$ cat src/cms_pkg.sv
// ----------------------------------------------------------------------------
// cms_pkg: shared types and codes for the capped message store
// Holds request/response payload structs, result kinds, FSM states and the
// command/status structs that join the controller and the datapath.
// ----------------------------------------------------------------------------
package cms_pkg;

   localparam int TOTAL_W = 26;
   localparam logic [TOTAL_W-1:0] TOTAL_MAX = '1;

   typedef enum logic [1:0] {
      KIND_REMOVED  = 2'd0,
      KIND_ADD_DONE = 2'd1,
      KIND_REJECTED = 2'd2,
      KIND_CLEAR    = 2'd3
   } kind_type;

   typedef enum logic [0:0] {
      ACT_ADD   = 1'b0,
      ACT_CLEAR = 1'b1
   } action_type;

   typedef enum logic [0:0] {
      CSR_EXPIRY = 1'b0,
      CSR_MAXB   = 1'b1
   } csr_index_type;

   typedef struct packed {
      logic        action;
      logic [31:0] arrival_time;
      logic [19:0] entry_bytes;
      logic        is_broadcast;
      logic [31:0] clear_limit_id;
   } req_type;

   typedef struct packed {
      logic [1:0]  result_kind;
      logic [31:0] entry_id;
      logic [5:0]  removed_count;
      logic [25:0] stored_bytes;
      logic [5:0]  entry_count;
      logic [31:0] last_id;
      logic        last;
   } rsp_type;

   // Pass codes for the marking scan.
   typedef enum logic [2:0] {
      PASS_CLEAR  = 3'd0,
      PASS_FRESH  = 3'd1,
      PASS_EXPIRE = 3'd2,
      PASS_BCAST  = 3'd3,
      PASS_ANY    = 3'd4
   } pass_type;

   typedef enum logic [2:0] {
      ST_IDLE,
      ST_APPEND,
      ST_MARK,
      ST_DROP,
      ST_FINAL
   } state_type;

   typedef struct packed {
      logic     load;        // capture request
      logic     append;      // write the new record
      logic     scan_start;  // reset scan index for a pass
      logic     scan_step;   // mark one slot
      pass_type pass;
      logic     drop_start;  // reset drop read/write indexes
      logic     drop_step;   // move or remove one slot
      logic     final_beat;  // emit final result
      logic     reject_beat; // emit rejection
   } cmd_type;

   typedef struct packed {
      logic is_clear;
      logic full;
      logic above_cap;   // total after add exceeds cap
      logic expiry_on;
      logic scan_done;
      logic drop_done;
   } sts_type;

endpackage

$ cat src/cms_ctrl.sv
// ----------------------------------------------------------------------------
// cms_ctrl: sequencer for the capped message store
// Walks an item through append or rejection, marking passes, the drop sweep
// and the final beat; drives the datapath with one command struct per cycle.
// ----------------------------------------------------------------------------
module cms_ctrl (
   input  logic              clock,
   input  logic              reset,
   input  logic              start,
   output logic              busy,
   input  cms_pkg::sts_type  sts,
   output cms_pkg::cmd_type  cmd
);
   import cms_pkg::*;

   state_type state_ff, state_in;
   pass_type  pass_ff, pass_in;

   // Hold state and pass.
   always_ff @(posedge clock) begin
      if (reset) begin
         state_ff <= ST_IDLE;
         pass_ff  <= PASS_CLEAR;
      end else begin
         state_ff <= state_in;
         pass_ff  <= pass_in;
      end
   end

   // Sequence the passes.
   always_comb begin
      state_in = state_ff;
      pass_in  = pass_ff;
      cmd      = '0;
      cmd.pass = pass_ff;
      busy     = (state_ff != ST_IDLE);
      unique case (state_ff)
         ST_IDLE: begin
            if (start) begin
               cmd.load = 1'b1;
               state_in = ST_APPEND;
            end
         end
         ST_APPEND: begin
            cmd.scan_start = 1'b1;
            if (sts.is_clear) begin
               pass_in  = PASS_CLEAR;
               state_in = ST_MARK;
            end else if (sts.full) begin
               cmd.reject_beat = 1'b1;
               state_in = ST_IDLE;
            end else begin
               cmd.append = 1'b1;
               if (!sts.above_cap) pass_in = PASS_FRESH;
               else if (sts.expiry_on) pass_in = PASS_EXPIRE;
               else pass_in = PASS_BCAST;
               state_in = ST_MARK;
            end
         end
         ST_MARK: begin
            if (sts.scan_done) begin
               cmd.scan_start = 1'b1;
               case (pass_ff)
                  PASS_EXPIRE: pass_in = PASS_BCAST;
                  PASS_BCAST:  pass_in = PASS_ANY;
                  default: begin
                     cmd.drop_start = 1'b1;
                     state_in = ST_DROP;
                  end
               endcase
            end else begin
               cmd.scan_step = 1'b1;
            end
         end
         ST_DROP: begin
            if (sts.drop_done) state_in = ST_FINAL;
            else cmd.drop_step = 1'b1;
         end
         ST_FINAL: begin
            cmd.final_beat = 1'b1;
            state_in = ST_IDLE;
         end
         default: state_in = ST_IDLE;
      endcase
   end

endmodule

$ cat src/cms_data.sv
// ----------------------------------------------------------------------------
// cms_data: record table, totals and result formatting
// Table memories are scanned one slot a cycle; a drop sweep compacts in place.
// ----------------------------------------------------------------------------
module cms_data #(
   parameter int MAX_ENTRIES = 32
) (
   input  logic              clock,
   input  logic              reset,
   input  logic              csr_write,
   input  logic              csr_index,
   input  logic [31:0]       csr_data,
   input  cms_pkg::req_type  req_data,
   input  cms_pkg::cmd_type  cmd,
   output cms_pkg::sts_type  sts,
   output logic              rsp_valid,
   output cms_pkg::rsp_type  rsp_data
);
   import cms_pkg::*;

   localparam int IW = $clog2(MAX_ENTRIES);
   localparam int CW = $clog2(MAX_ENTRIES + 1);

   logic [31:0] slot_id   [MAX_ENTRIES];
   logic [31:0] slot_time [MAX_ENTRIES];
   logic [19:0] slot_bytes[MAX_ENTRIES];
   logic        slot_bcast[MAX_ENTRIES];
   logic [MAX_ENTRIES-1:0] drop_ff;

   logic [31:0] expiry_ff;
   logic [25:0] maxb_ff;
   req_type     req_ff;
   logic [31:0] next_id_ff;
   logic [25:0] total_ff;
   logic [CW-1:0] count_ff;
   logic [CW-1:0] n_ff;        // records held before this add
   logic [CW-1:0] scan_ff;
   logic          stop_ff;     // in-order pass has stopped
   logic [25:0]   remain_ff;
   logic [CW-1:0] rd_ff, wr_ff;
   logic [5:0]    removed_ff;
   logic [31:0]   new_id_ff;

   // Registered slot read at the scan or drop index.
   logic [31:0] rid_ff, rtime_ff;
   logic [19:0] rbytes_ff;
   logic        rbcast_ff;
   logic        rvalid_ff;
   logic        rdrop_ff;

   logic [IW-1:0] scan_ix, rd_ix, wr_ix;
   assign scan_ix = scan_ff[IW-1:0];
   assign rd_ix   = rd_ff[IW-1:0];
   assign wr_ix   = wr_ff[IW-1:0];

   // Sum of total and new size, saturated.
   logic [26:0] add_sum;
   logic [25:0] total_add;
   assign add_sum   = {1'b0, total_ff} + {7'd0, req_ff.entry_bytes};
   assign total_add = add_sum[26] ? TOTAL_MAX : add_sum[25:0];

   // Expiry of the registered slot, without wrap.
   logic [32:0] exp_sum;
   logic        expired;
   assign exp_sum = {1'b0, rtime_ff} + {1'b0, expiry_ff};
   assign expired = (expiry_ff != '0) && (exp_sum < {1'b0, req_ff.arrival_time});

   logic [25:0] remain_sub, total_sub;
   assign remain_sub = (remain_ff > {6'd0, rbytes_ff}) ? remain_ff - {6'd0, rbytes_ff} : '0;
   assign total_sub  = (total_ff > {6'd0, rbytes_ff}) ? total_ff - {6'd0, rbytes_ff} : '0;

   logic still_over;
   assign still_over = remain_ff > maxb_ff;

   // The sweep after an add also moves the new record down.
   logic [CW-1:0] sweep_n;
   assign sweep_n = n_ff + CW'(!req_ff.action);

   assign sts.is_clear  = req_ff.action;
   assign sts.full      = (count_ff >= CW'(MAX_ENTRIES));
   assign sts.above_cap = (maxb_ff != '0) && (total_add > maxb_ff);
   assign sts.expiry_on = (expiry_ff != '0);
   assign sts.scan_done = rvalid_ff && (scan_ff == n_ff);
   assign sts.drop_done = rvalid_ff && (rd_ff == sweep_n);

   // Configuration writes.
   always_ff @(posedge clock) begin
      if (reset) begin
         expiry_ff <= '0;
         maxb_ff   <= '0;
      end else if (csr_write) begin
         unique case (csr_index)
            CSR_EXPIRY: expiry_ff <= csr_data;
            CSR_MAXB:   maxb_ff   <= csr_data[25:0];
            default: ;
         endcase
      end
   end

   // Read the slot under the scan or drop index.
   logic [IW-1:0] raddr;
   assign raddr = (cmd.drop_step || cmd.drop_start) ?
                  (cmd.drop_start ? '0 : IW'(rd_ff + 1'b1)) :
                  (cmd.scan_start ? '0 : IW'(scan_ff + 1'b1));
   always_ff @(posedge clock) begin
      rid_ff    <= slot_id[raddr];
      rtime_ff  <= slot_time[raddr];
      rbytes_ff <= slot_bytes[raddr];
      rbcast_ff <= slot_bcast[raddr];
      rdrop_ff  <= drop_ff[raddr];
   end

   // Write the new record or compact one kept record.
   always_ff @(posedge clock) begin
      if (cmd.append) begin
         slot_id[count_ff[IW-1:0]]    <= next_id_ff;
         slot_time[count_ff[IW-1:0]]  <= req_ff.arrival_time;
         slot_bytes[count_ff[IW-1:0]] <= req_ff.entry_bytes;
         slot_bcast[count_ff[IW-1:0]] <= req_ff.is_broadcast;
      end else if (cmd.drop_step && !rdrop_ff) begin
         slot_id[wr_ix]    <= rid_ff;
         slot_time[wr_ix]  <= rtime_ff;
         slot_bytes[wr_ix] <= rbytes_ff;
         slot_bcast[wr_ix] <= rbcast_ff;
      end
   end

   // Mark slots during scans.
   logic mark;
   always_comb begin
      mark = 1'b0;
      case (cmd.pass)
         PASS_CLEAR:  mark = !stop_ff && !(req_ff.clear_limit_id != '0 &&
                             rid_ff > req_ff.clear_limit_id);
         PASS_FRESH:  mark = !stop_ff && expired;
         PASS_EXPIRE: mark = expired;
         PASS_BCAST:  mark = !rdrop_ff && rbcast_ff && still_over;
         PASS_ANY:    mark = !rdrop_ff && still_over;
         default:     mark = 1'b0;
      endcase
   end

   always_ff @(posedge clock) begin
      if (cmd.load) begin
         drop_ff <= '0;
      end else if (cmd.scan_step && mark) begin
         drop_ff[scan_ix] <= 1'b1;
      end
   end

   // Sequence scan, drop and totals.
   always_ff @(posedge clock) begin
      if (reset) begin
         next_id_ff <= 32'd1;
         total_ff   <= '0;
         count_ff   <= '0;
         rvalid_ff  <= 1'b0;
         rsp_valid  <= 1'b0;
      end else begin
         rsp_valid <= (cmd.drop_step && rdrop_ff) || cmd.final_beat || cmd.reject_beat;
         rvalid_ff <= cmd.scan_start || cmd.scan_step || cmd.drop_start ||
                      cmd.drop_step;
         if (cmd.load) begin
            req_ff     <= req_data;
            n_ff       <= count_ff;
            removed_ff <= '0;
         end
         if (cmd.scan_start) begin
            scan_ff   <= '0;
            stop_ff   <= 1'b0;
            if (cmd.append) remain_ff <= total_add;
         end
         if (cmd.append) begin
            new_id_ff  <= next_id_ff;
            next_id_ff <= next_id_ff + 32'd1;
            total_ff   <= total_add;
            count_ff   <= count_ff + 1'b1;
         end
         if (cmd.scan_step) begin
            scan_ff <= scan_ff + 1'b1;
            if (!mark && (cmd.pass == PASS_CLEAR || cmd.pass == PASS_FRESH))
               stop_ff <= 1'b1;
            if (mark && cmd.pass != PASS_CLEAR && cmd.pass != PASS_FRESH)
               remain_ff <= remain_sub;
         end
         if (cmd.drop_start) begin
            rd_ff <= '0;
            wr_ff <= '0;
         end
         if (cmd.drop_step) begin
            rd_ff <= rd_ff + 1'b1;
            if (rdrop_ff) begin
               total_ff   <= total_sub;
               count_ff   <= count_ff - 1'b1;
               removed_ff <= removed_ff + 6'd1;
               rsp_data.result_kind   <= KIND_REMOVED;
               rsp_data.entry_id      <= rid_ff;
               rsp_data.removed_count <= '0;
               rsp_data.stored_bytes  <= total_sub;
               rsp_data.entry_count   <= 6'(count_ff - 1'b1);
               rsp_data.last_id       <= next_id_ff - 32'd1;
               rsp_data.last          <= 1'b0;
            end else begin
               wr_ff <= wr_ff + 1'b1;
            end
         end
         if (cmd.final_beat || cmd.reject_beat) begin
            rsp_data.result_kind   <= cmd.reject_beat ? KIND_REJECTED :
                                      (req_ff.action ? KIND_CLEAR : KIND_ADD_DONE);
            rsp_data.entry_id      <= (cmd.final_beat && !req_ff.action) ? new_id_ff : '0;
            rsp_data.removed_count <= cmd.reject_beat ? '0 : removed_ff;
            rsp_data.stored_bytes  <= total_ff;
            rsp_data.entry_count   <= 6'(count_ff);
            rsp_data.last_id       <= next_id_ff - 32'd1;
            rsp_data.last          <= 1'b1;
         end
      end
   end

endmodule

$ cat src/capped_message_store_eviction.sv
// Capped message store: one item in flight at a time.
// A rejected add goes back to idle with its result; a clear runs one marking
// scan and an add one, or two or three when over the cap (three with expiry
// on), then one drop sweep, one slot a cycle through the table port.
// busy falls as the final beat shows, and a new item can then be accepted; the
// receiver cannot stall. Synchronous reset empties table and totals, next id 1.
module capped_message_store_eviction #(
   parameter int MAX_ENTRIES = 32
) (
   input  logic             clock,
   input  logic             reset,
   input  logic             start,
   output logic             busy,
   input  cms_pkg::req_type req_data,
   output logic             rsp_valid,
   output cms_pkg::rsp_type rsp_data,
   input  logic             csr_write,
   input  logic             csr_index,
   input  logic [31:0]      csr_data
);
   import cms_pkg::*;

   cmd_type cmd;
   sts_type sts;

   cms_ctrl u_ctrl (
      .clock(clock), .reset(reset), .start(start), .busy(busy),
      .sts(sts), .cmd(cmd)
   );

   cms_data #(.MAX_ENTRIES(MAX_ENTRIES)) u_data (
      .clock(clock), .reset(reset), .csr_write(csr_write),
      .csr_index(csr_index), .csr_data(csr_data), .req_data(req_data),
      .cmd(cmd), .sts(sts), .rsp_valid(rsp_valid), .rsp_data(rsp_data)
   );

endmodule

$ cat config.mk
export PLATFORM = sky130hd
export DESIGN_NAME = capped_message_store_eviction
export DESIGN_NICKNAME = d
export VERILOG_FILES = /design/src/cms_pkg.sv /design/src/cms_ctrl.sv /design/src/cms_data.sv /design/src/capped_message_store_eviction.sv
export SDC_FILE = /design/constraint.sdc
export NUM_CORES = 2
export LEC_CHECK = 0
export BUFFER_PORTS_ARGS = -buffer_cell sky130_fd_sc_hd__buf_2
export CORE_MARGIN = 3
export CORE_UTILIZATION = 50
export CTS_BUF_LIST = sky130_fd_sc_hd__clkbuf_16
export CTS_CLUSTER_DIAMETER = 80
export DETAILED_ROUTE_END_ITERATION = 10
export HOLD_SLACK_MARGIN = 0.03
export PLACE_DENSITY = 0.76
export SYNTH_ARGS = -nofsm -noshare
export SYNTH_HDL_FRONTEND = slang
export SYNTH_SLANG_ARGS = --single-unit
$ cat constraint.sdc
create_clock -name clock -period 8.1 [get_ports clock]
set_clock_uncertainty 0.05 [all_clocks]
set_input_delay 0.405 -clock clock [delete_from_list [all_inputs] [get_ports clock]]
set_output_delay 0.405 -clock clock [all_outputs]
set_load 0.03 [all_outputs]
=== After elaboration in Yosys (flattened, before gate mapping) ===
Memories as Yosys holds them, arrays and structs flattened. A register that Yosys moved wholly into a read port is not among the register bits.
Cells that the tools add are included.

* RAM bits: 2,720
* Word-level logic and storage cells: 225
* Output and inout bits: 107
* Flip-flop bits (word level): 443
* Memories kept: 4

{| class="wikitable"
|+ Memory list
! memory !! words !! width !! rd ports !! clocked after Yosys merged registers in !! wr ports !! RTL line !! RTL
|-
| u_data.slot_id || 32 || 32 || 1 || 1 || 1 || cms_data.sv:24 || <nowiki>logic [31:0] slot_id [MAX_ENTRIES];</nowiki>
|-
| u_data.slot_time || 32 || 32 || 1 || 1 || 1 || cms_data.sv:25 || <nowiki>logic [31:0] slot_time [MAX_ENTRIES];</nowiki>
|-
| u_data.slot_bytes || 32 || 20 || 1 || 1 || 1 || cms_data.sv:26 || <nowiki>logic [19:0] slot_bytes[MAX_ENTRIES];</nowiki>
|-
| u_data.slot_bcast || 32 || 1 || 1 || 1 || 1 || cms_data.sv:27 || <nowiki>logic slot_bcast[MAX_ENTRIES];</nowiki>
|}

* $lt $le $gt $ge: 10
* Equal/unequal tests: 17
* Reduce and logical (&&, ||, !) cells: 57
* Mux-type cells: 90
* Add/sub/neg operators: 13
* Bitwise operators: 3

{| class="wikitable"
|+ Operator list
! cell !! number
|-
| $mux 105 || 3
|-
| $mux 26 || 10
|-
| $mux 32 || 3
|-
| $mux 6 || 14
|-
| $reduce_bool 32->1 || 2
|-
| $reduce_or 32->1 || 2
|-
| $gt 26x20->1 || 2
|-
| $gt 26x26->1 || 2
|-
| $sub 26x20->26 || 2
|-
| $mux 5 || 7
|-
| $add 32x32->33 || 1
|-
| $lt 33x32->1 || 1
|-
| $mux 1 || 33
|-
| $add 32x1->32 const B || 1
|-
| $gt 32x32->1 || 1
|-
| $or 32x32->32 || 1
|-
| $sub 32x1->32 const B || 1
|-
| $add 6x1->6 const B || 5
|-
| $add 26x20->27 || 1
|-
| $reduce_bool 26->1 || 1
|-
| $mux 3 || 8
|-
| $mux 20 || 1
|-
| $reduce_or 20->1 || 1
|-
| $logic_and 1x1->1 || 18
|-
| other kinds (31) || 69
|}

=== Depth between registers and ports, before layout ===
* Depth in word-level cells: 12
* Depth in mapped cells: 26
* Mapped depth without buffers: 24

=== Hierarchy ===
A second synthesis with hierarchy kept.

* Cell total of the unflattened synthesis: 10,417
* Area, all modules: 137,513.1 µm²

{| class="wikitable"
|+ By module, submodules not included
! module !! sequential area each (µm²) !! cells each !! area an instance (µm²) !! times used
|-
| cms_data || 94,901.0 || 10,362 || 137,076.5 || 1
|-
| cms_ctrl || 120.1 || 55 || 436.7 || 1
|}

=== Worst setup path before layout ===
No wires, ideal clock.

* Path kind: register to register
* From: register u_data.req_ff, in the netlist u_data.sts[5]
* To: register, netlist name u_data.rsp_data[0]
* Buffers on the path: 3
* Setup slack: -14 ps
* Setup time: 604 ps
* Data required time: 7,446 ps
* Clock period less this slack: 8,114 ps
* Arrival time: 7,461 ps
* Stages on the path, launching flop included: 14
* Cells stage by stage: edfxtp_1 > inv_1 > ha_1 > ha_1 > and3b_1 > o221ai_1 > o41ai_2 > a21o_1 > buf_4 > buf_4 > inv_1 > nand2_1 > clkbuf_1 > a21oi_1

* Word-level cells in the longest chain between the ends: 8

{| class="wikitable"
|+ Ends and longest elaborated chain
! element !! RTL line !! RTL
|-
| start, declared || cms_data.sv:32 || <nowiki>req_type req_ff;</nowiki>
|-
| start signal, assigned || cms_data.sv:164 || <nowiki>req_ff <= req_data;</nowiki>
|-
| $logic_not 1->1 || cms_data.sv:77 || <nowiki>assign sweep_n = n_ff + CW'(!req_ff.action);</nowiki>
|-
| $add 6x1->6 || cms_data.sv:77 ||
|-
| $eq 6x6->1 || cms_data.sv:84 || <nowiki>assign sts.drop_done = rvalid_ff && (rd_ff == sweep_n);</nowiki>
|-
| $logic_and 1x1->1 || cms_data.sv:84 ||
|-
| $mux 1 || cms_ctrl.sv:76 || <nowiki>if (sts.drop_done) state_in = ST_FINAL;</nowiki>
|-
| $mux 1 || cms_ctrl.sv:37 || <nowiki>unique case (state_ff)</nowiki>
|-
| $reduce_bool 2->1 (no source line) || n/a ||
|-
| $reduce_and 3->1 (no source line) (*) || n/a ||
|}

Mark *: on every way between the ends. The rest lies on a longest branch, timed or not.
A chain may end at the register's enable or synchronous reset.

=== Worst setup path in the final report ===
* From: register u_data.rtime_ff[1] (read register of u_data.slot_time)
* To: register u_data.remain_ff[21] (data pin)

* Word-level cells in the longest chain between the ends: 9

{| class="wikitable"
|+ Ends and longest elaborated chain
! element !! RTL line !! RTL
|-
| start, declared || cms_data.sv:45 || <nowiki>logic [31:0] rid_ff, rtime_ff;</nowiki>
|-
| $add 32x32->33 (*) || cms_data.sv:65 || <nowiki>assign exp_sum = {1'b0, rtime_ff} + {1'b0, expiry_ff};</nowiki>
|-
| $lt 33x32->1 (*) || cms_data.sv:66 || <nowiki>assign expired = (expiry_ff != '0) && (exp_sum < {1'b0, req_ff.arrival_time});</nowiki>
|-
| $logic_and 1x1->1 (*) || cms_data.sv:66 ||
|-
| $logic_and 1x1->1 || cms_data.sv:135 || <nowiki>PASS_FRESH: mark = !stop_ff && expired;</nowiki>
|-
| $pmux 1 s5 (*) || cms_data.sv:132 || <nowiki>case (cmd.pass)</nowiki>
|-
| $logic_and 1x1->1 (*) (2 in a row) || cms_data.sv:183 || <nowiki>if (mark && cmd.pass != PASS_CLEAR && cmd.pass != PASS_FRESH)</nowiki>
|-
| $mux 26 (*) || cms_data.sv:183 ||
|-
| $mux 26 (*) || cms_data.sv:179 || <nowiki>if (cmd.scan_step) begin</nowiki>
|-
| end signal, assigned || cms_data.sv:171 || <nowiki>if (cmd.append) remain_ff <= total_add;</nowiki>
|-
| end signal, assigned || cms_data.sv:184 || <nowiki>remain_ff <= remain_sub;</nowiki>
|-
| end, declared || cms_data.sv:39 || <nowiki>logic [25:0] remain_ff;</nowiki>
|}

Marked as above.

==> out/qor.tcl <==
set qor(final-setup-viol-count) 0
set qor(tritoncts.num_buffers) 325
set qor(regToRegStartpoint) {u_data.rtime_ff[1]}
set qor(fp.dieW_microns) 527
set qor(synth.net_count) 11600
set qor(hold-path-endpoint) {u_data.expiry_ff[6]}
set qor(critical_path.n_buffers_inverters) 0
set qor(run_status) {completed}
set qor(chipHeight_microns) 527
set qor(synth.yosys.seq_area_share_pct) 69.9
set qor(min_path_cells) 5
set qor(clk-insertion-delay-late_ns) 0.90
set qor(aggregate_global_route_resource_usage_pct) 28.6
set qor(design.final.nets) 11800
set qor(cts_setup_buffers) 0
set qor(reg2reg_setup_slack_ns) 2.08
set qor(dominantRegCellSynth) {edfxtp_1}
set qor(worst_path_dominant_cell_family) {compound AO/OA/AOI/OAI gates}
set qor(transition_time_at_the_pin_with_the_least_slew_margin_ns) 1.42
set qor(synthesis.instances) 11200
set qor(portBuffers) 229
set qor(rr_endpoint) {u_data.remain_ff[21]}
set qor(clock_sinks) 3247
set qor(power_density_mw_per_mm2) 265
set qor(syn_area_sq_mm) 0.136
set qor(finalWorstPathRequiredPeriod_ns) 6.02
set qor(maximum_number_of_pins_on_one_net_before_global_route_repair) 221
set qor(critical_path.slowest_cell) {a21oi_4}
set qor(gpl.final_weighted_congestion) 0.984
set qor(critical_path.endpoint_type) {flop}
set qor(p_leak_nw) 55.3
set qor(hp-class) {input pin to flop}
set qor(post_synth_arst_share_pct) 0
set qor(die_area_sq_mm) 0.278
set qor(ys.warnings.count) 0
set qor(layout.cells.most_common_list) {nand2_1, edfxtp_1, nand3_1}
set qor(area.growth.synth_to_final_pct) 12.6
set qor(cap_viol_max_count) 0
set qor(critical_path_required_ns) 8.70
set qor(finalMaxSlewViolations) 0
set qor(initial_standard_cell_utilization_of_the_core_pct) 50.5
set qor(tritoncts) {yes}
set qor(finalSetupTns_ns) 0
set qor(setup_repair_after_global_routing_missed_its_margin) {no}
set qor(detailedRoute.firstPassIterationCount) 8
set qor(synth_top_cells_by_area) {edfxtp_1, nand2_1, nand3_1, dfxtp_1, ha_1}
set qor(cts.repair.resized) 0
set qor(layout_worst_path_cycle_share_pct) 74.3
set qor(hold_path.startpoint) {csr_write}
set qor(fin_util_pct) 56.8
set qor(timing.fmax_ghz) 0.166
set qor(vias) 96400
set qor(io_pins) 230
set qor(remaining_drc_errors) 0
set qor(worst_r2r_path_depth) 23
set qor(slew_headroom_pct) 5.41
set qor(critical_path.startpoint_type) {flop}
set qor(synth-edff-count) 2999
set qor(crit_type) {flop to flop}
set qor(globalRoute.totalOverflow) 0
set qor(core_box_area_sq_mm) 0.269
set qor(post-synth-top-area-cell) {edfxtp_1}
set qor(synth.lib_cells_used.distinct) 87
set qor(route.detailed.wl_per_inst_microns) 26.8
set qor(cts.root.buffer_cell) {clkbuf_16}
set qor(detail_route.vias_per_cell) 6.31
set qor(max_fo_critical_path) 10
set qor(final-hold-violation-count) 0
set qor(timing.hold.ws_ns) 0.115
set qor(clk_pin_slew_ns) 0.07
set qor(synth_top_area_share_pct) 66.3
set qor(grt_pass1_wl_mm) 597
set qor(place_hpwl_mm) 218
set qor(drive_gt1_share_pct) 8.61
set qor(cpPeakStageDelay_ns) 0.48
set qor(worstPathCellList) {ha_1, a21o_1, a21oi_1, o21a_1, o31ai_1, a21oi_1, o21ai_0, nand2_1, o21ai_0, a21o_1, a21oi_1, xnor2_1, ha_1, a21o_1, a21o_1, a21oi_1, o21ba_2, a211o_1, a31o_2, a21oi_4, or3_1, o21bai_1, a211o_1}
set qor(antenna_violations_before_repair) 9
set qor(layout.cells.most_common) {nand2_1}
set qor(number_of_drc_violations_after_detailed_routing_iteration_0) 14700
set qor(cp.arrival_ns) 6.62
set qor(ys_seq_elements) 3247
set qor(final_antenna_net_count) 0
set qor(num_rows) 190
set qor(first_global_vias) 92300
set qor(synthesis.area_per_instance_sq_um) 12.1
set qor(h-tree-depth) 5
set qor(ctsLongestPathBuffers) 4
set qor(worst_ir_drop_vdd_v) 0.000176
set qor(routed_wl_mm) 410
==> metrics by stage <==
| step | worst slack [ns] | instances | total power [mW] | instance area, sq um |
|---|---|---|---|---|
| floorplan | 1.02 | 11200 | 23.6 | 136000 |
| CTS | 2.19 | 15300 | 40.3 | 153000 |
| global placement | 2.17 | 14500 | 25.6 | 141000 |
| finish | 2.08 | 15300 | 40.5 | 153000 |
| detailed placement | 2.20 | 14500 | 25.8 | 141000 |
| global route | 1.80 | 15300 | 41.7 | 153000 |
==> sequential cells by signal, summed over array words and instances (netlist names), 6 cells and up <==
signal / cells
u_data.count_ff: 6
u_data.rbytes_ff: 20
u_data.rtime_ff: 32
u_data.removed_ff: 6
u_data.maxb_ff: 26
u_data.rsp_data: 105
u_data.slot_id: 1024
u_data.total_ff: 26
u_data.slot_bytes: 640
u_data.slot_time: 1024
u_data.req_ff: 85
u_data.remain_ff: 26
u_data.rid_ff: 32
u_data.rd_ff: 6
u_data.next_id_ff: 32
u_data.scan_ff: 6
u_data.expiry_ff: 32
u_data.new_id_ff: 32
u_data.n_ff: 6
u_data.slot_bcast: 32
u_data.drop_ff: 32
==> power by group <==
| group | switching [mW] | internal [mW] |
|---|---|---|
| combinational | 4.50 | 2.11 |
| sequential | 0.458 | 18.7 |
| clock | 6.42 | 8.29 |
==> repair_timing <==
item,in CTS,in global routing
setup endpoints to repair,0,0
hold buffers,152,0
endpoints found under the hold margin,203,0
==> worst reg2reg max path, stage by stage, from the launching register on <==
cell and delay [ns]:
dfxtp_1 0.34, ha_1 0.30, a21o_1 0.13, a21oi_1 0.11
o21a_1 0.21, o31ai_1 0.35, a21oi_1 0.17, o21ai_0 0.47
nand2_1 0.16, o21ai_0 0.42, a21o_1 0.18, a21oi_1 0.07
xnor2_1 0.14, ha_1 0.29, a21o_1 0.11, a21o_1 0.14
a21oi_1 0.05, o21ba_2 0.21, a211o_1 0.29, a31o_2 0.25
a21oi_4 0.48, or3_1 0.46, o21bai_1 0.13, a211o_1 0.28
==> routing by layer <==
layer | vias to the layer above | wire length [microns] | track usage (%)
met5 | - | 13 | 0
met4 | 2 | 24500 | 15.3
met3 | 1222 | 52700 | 5.83
met2 | 7056 | 188000 | 44.7
met1 | 46900 | 145000 | 37.7
li1 | 41300 | - | -
==> synthesized netlist by cell type (all sizes together), types with 135 or more instances <==
cell type / number
nand2: 3272
edfxtp: 2999
nand3: 1177
buf: 400
a31oi: 341
a21oi: 320
o21ai: 276
clkbuf: 266
dfxtp: 248
nor2: 234
ha: 221
inv: 177
a21o: 142
nor3: 135
==> cells by family (layout without fill, tap and decap cells) <==
kind of cell	count (synthesis)	count (layout)	synth area share [%]
compound gates	1488	1488	7.11
xor+xnor	163	163	1.05
fa+ha+maj	225	225	2.09
buf+inv	844	1338	2.80
flops	3247	3247	69.9
mux	98	98	0.724
other cells	0	4	0
simple gates	5178	5178	16.3
==> worst max-delay path by stage <==
stage                     cells after the start                start  slack [ns]                    end
final                                        23   u_data.rtime_ff[1]        2.08   u_data.remain_ff[21]
after floorplan                              15        u_data.sts[5]        1.02  u_data.slot_bcast[16]
after CTS                                    23  u_data.expiry_ff[1]        2.19   u_data.remain_ff[21]
after global routing                         23  u_data.expiry_ff[1]        1.80   u_data.remain_ff[21]
after detailed placement                     23  u_data.expiry_ff[1]        2.20   u_data.remain_ff[21]
after global placement                       23  u_data.expiry_ff[1]        2.17   u_data.remain_ff[21]
==> final cells by class <==
| cell class | count | area (sq um) |
|---|---|---|
| diodes | 4 | 10.0 |
| clock buffers | 331 | 8280 |
| clock inverters | 261 | 2040 |
| fillers | 20600 | 116000 |
| inverters | 178 | 668 |
| multi-input cells | 7152 | 37600 |
| flip-flops and latches | 3247 | 95000 |
| well taps | 3552 | 4440 |
| repair buffers | 568 | 4860 |
No activity file was read; power rests on OpenSTA's default activity.
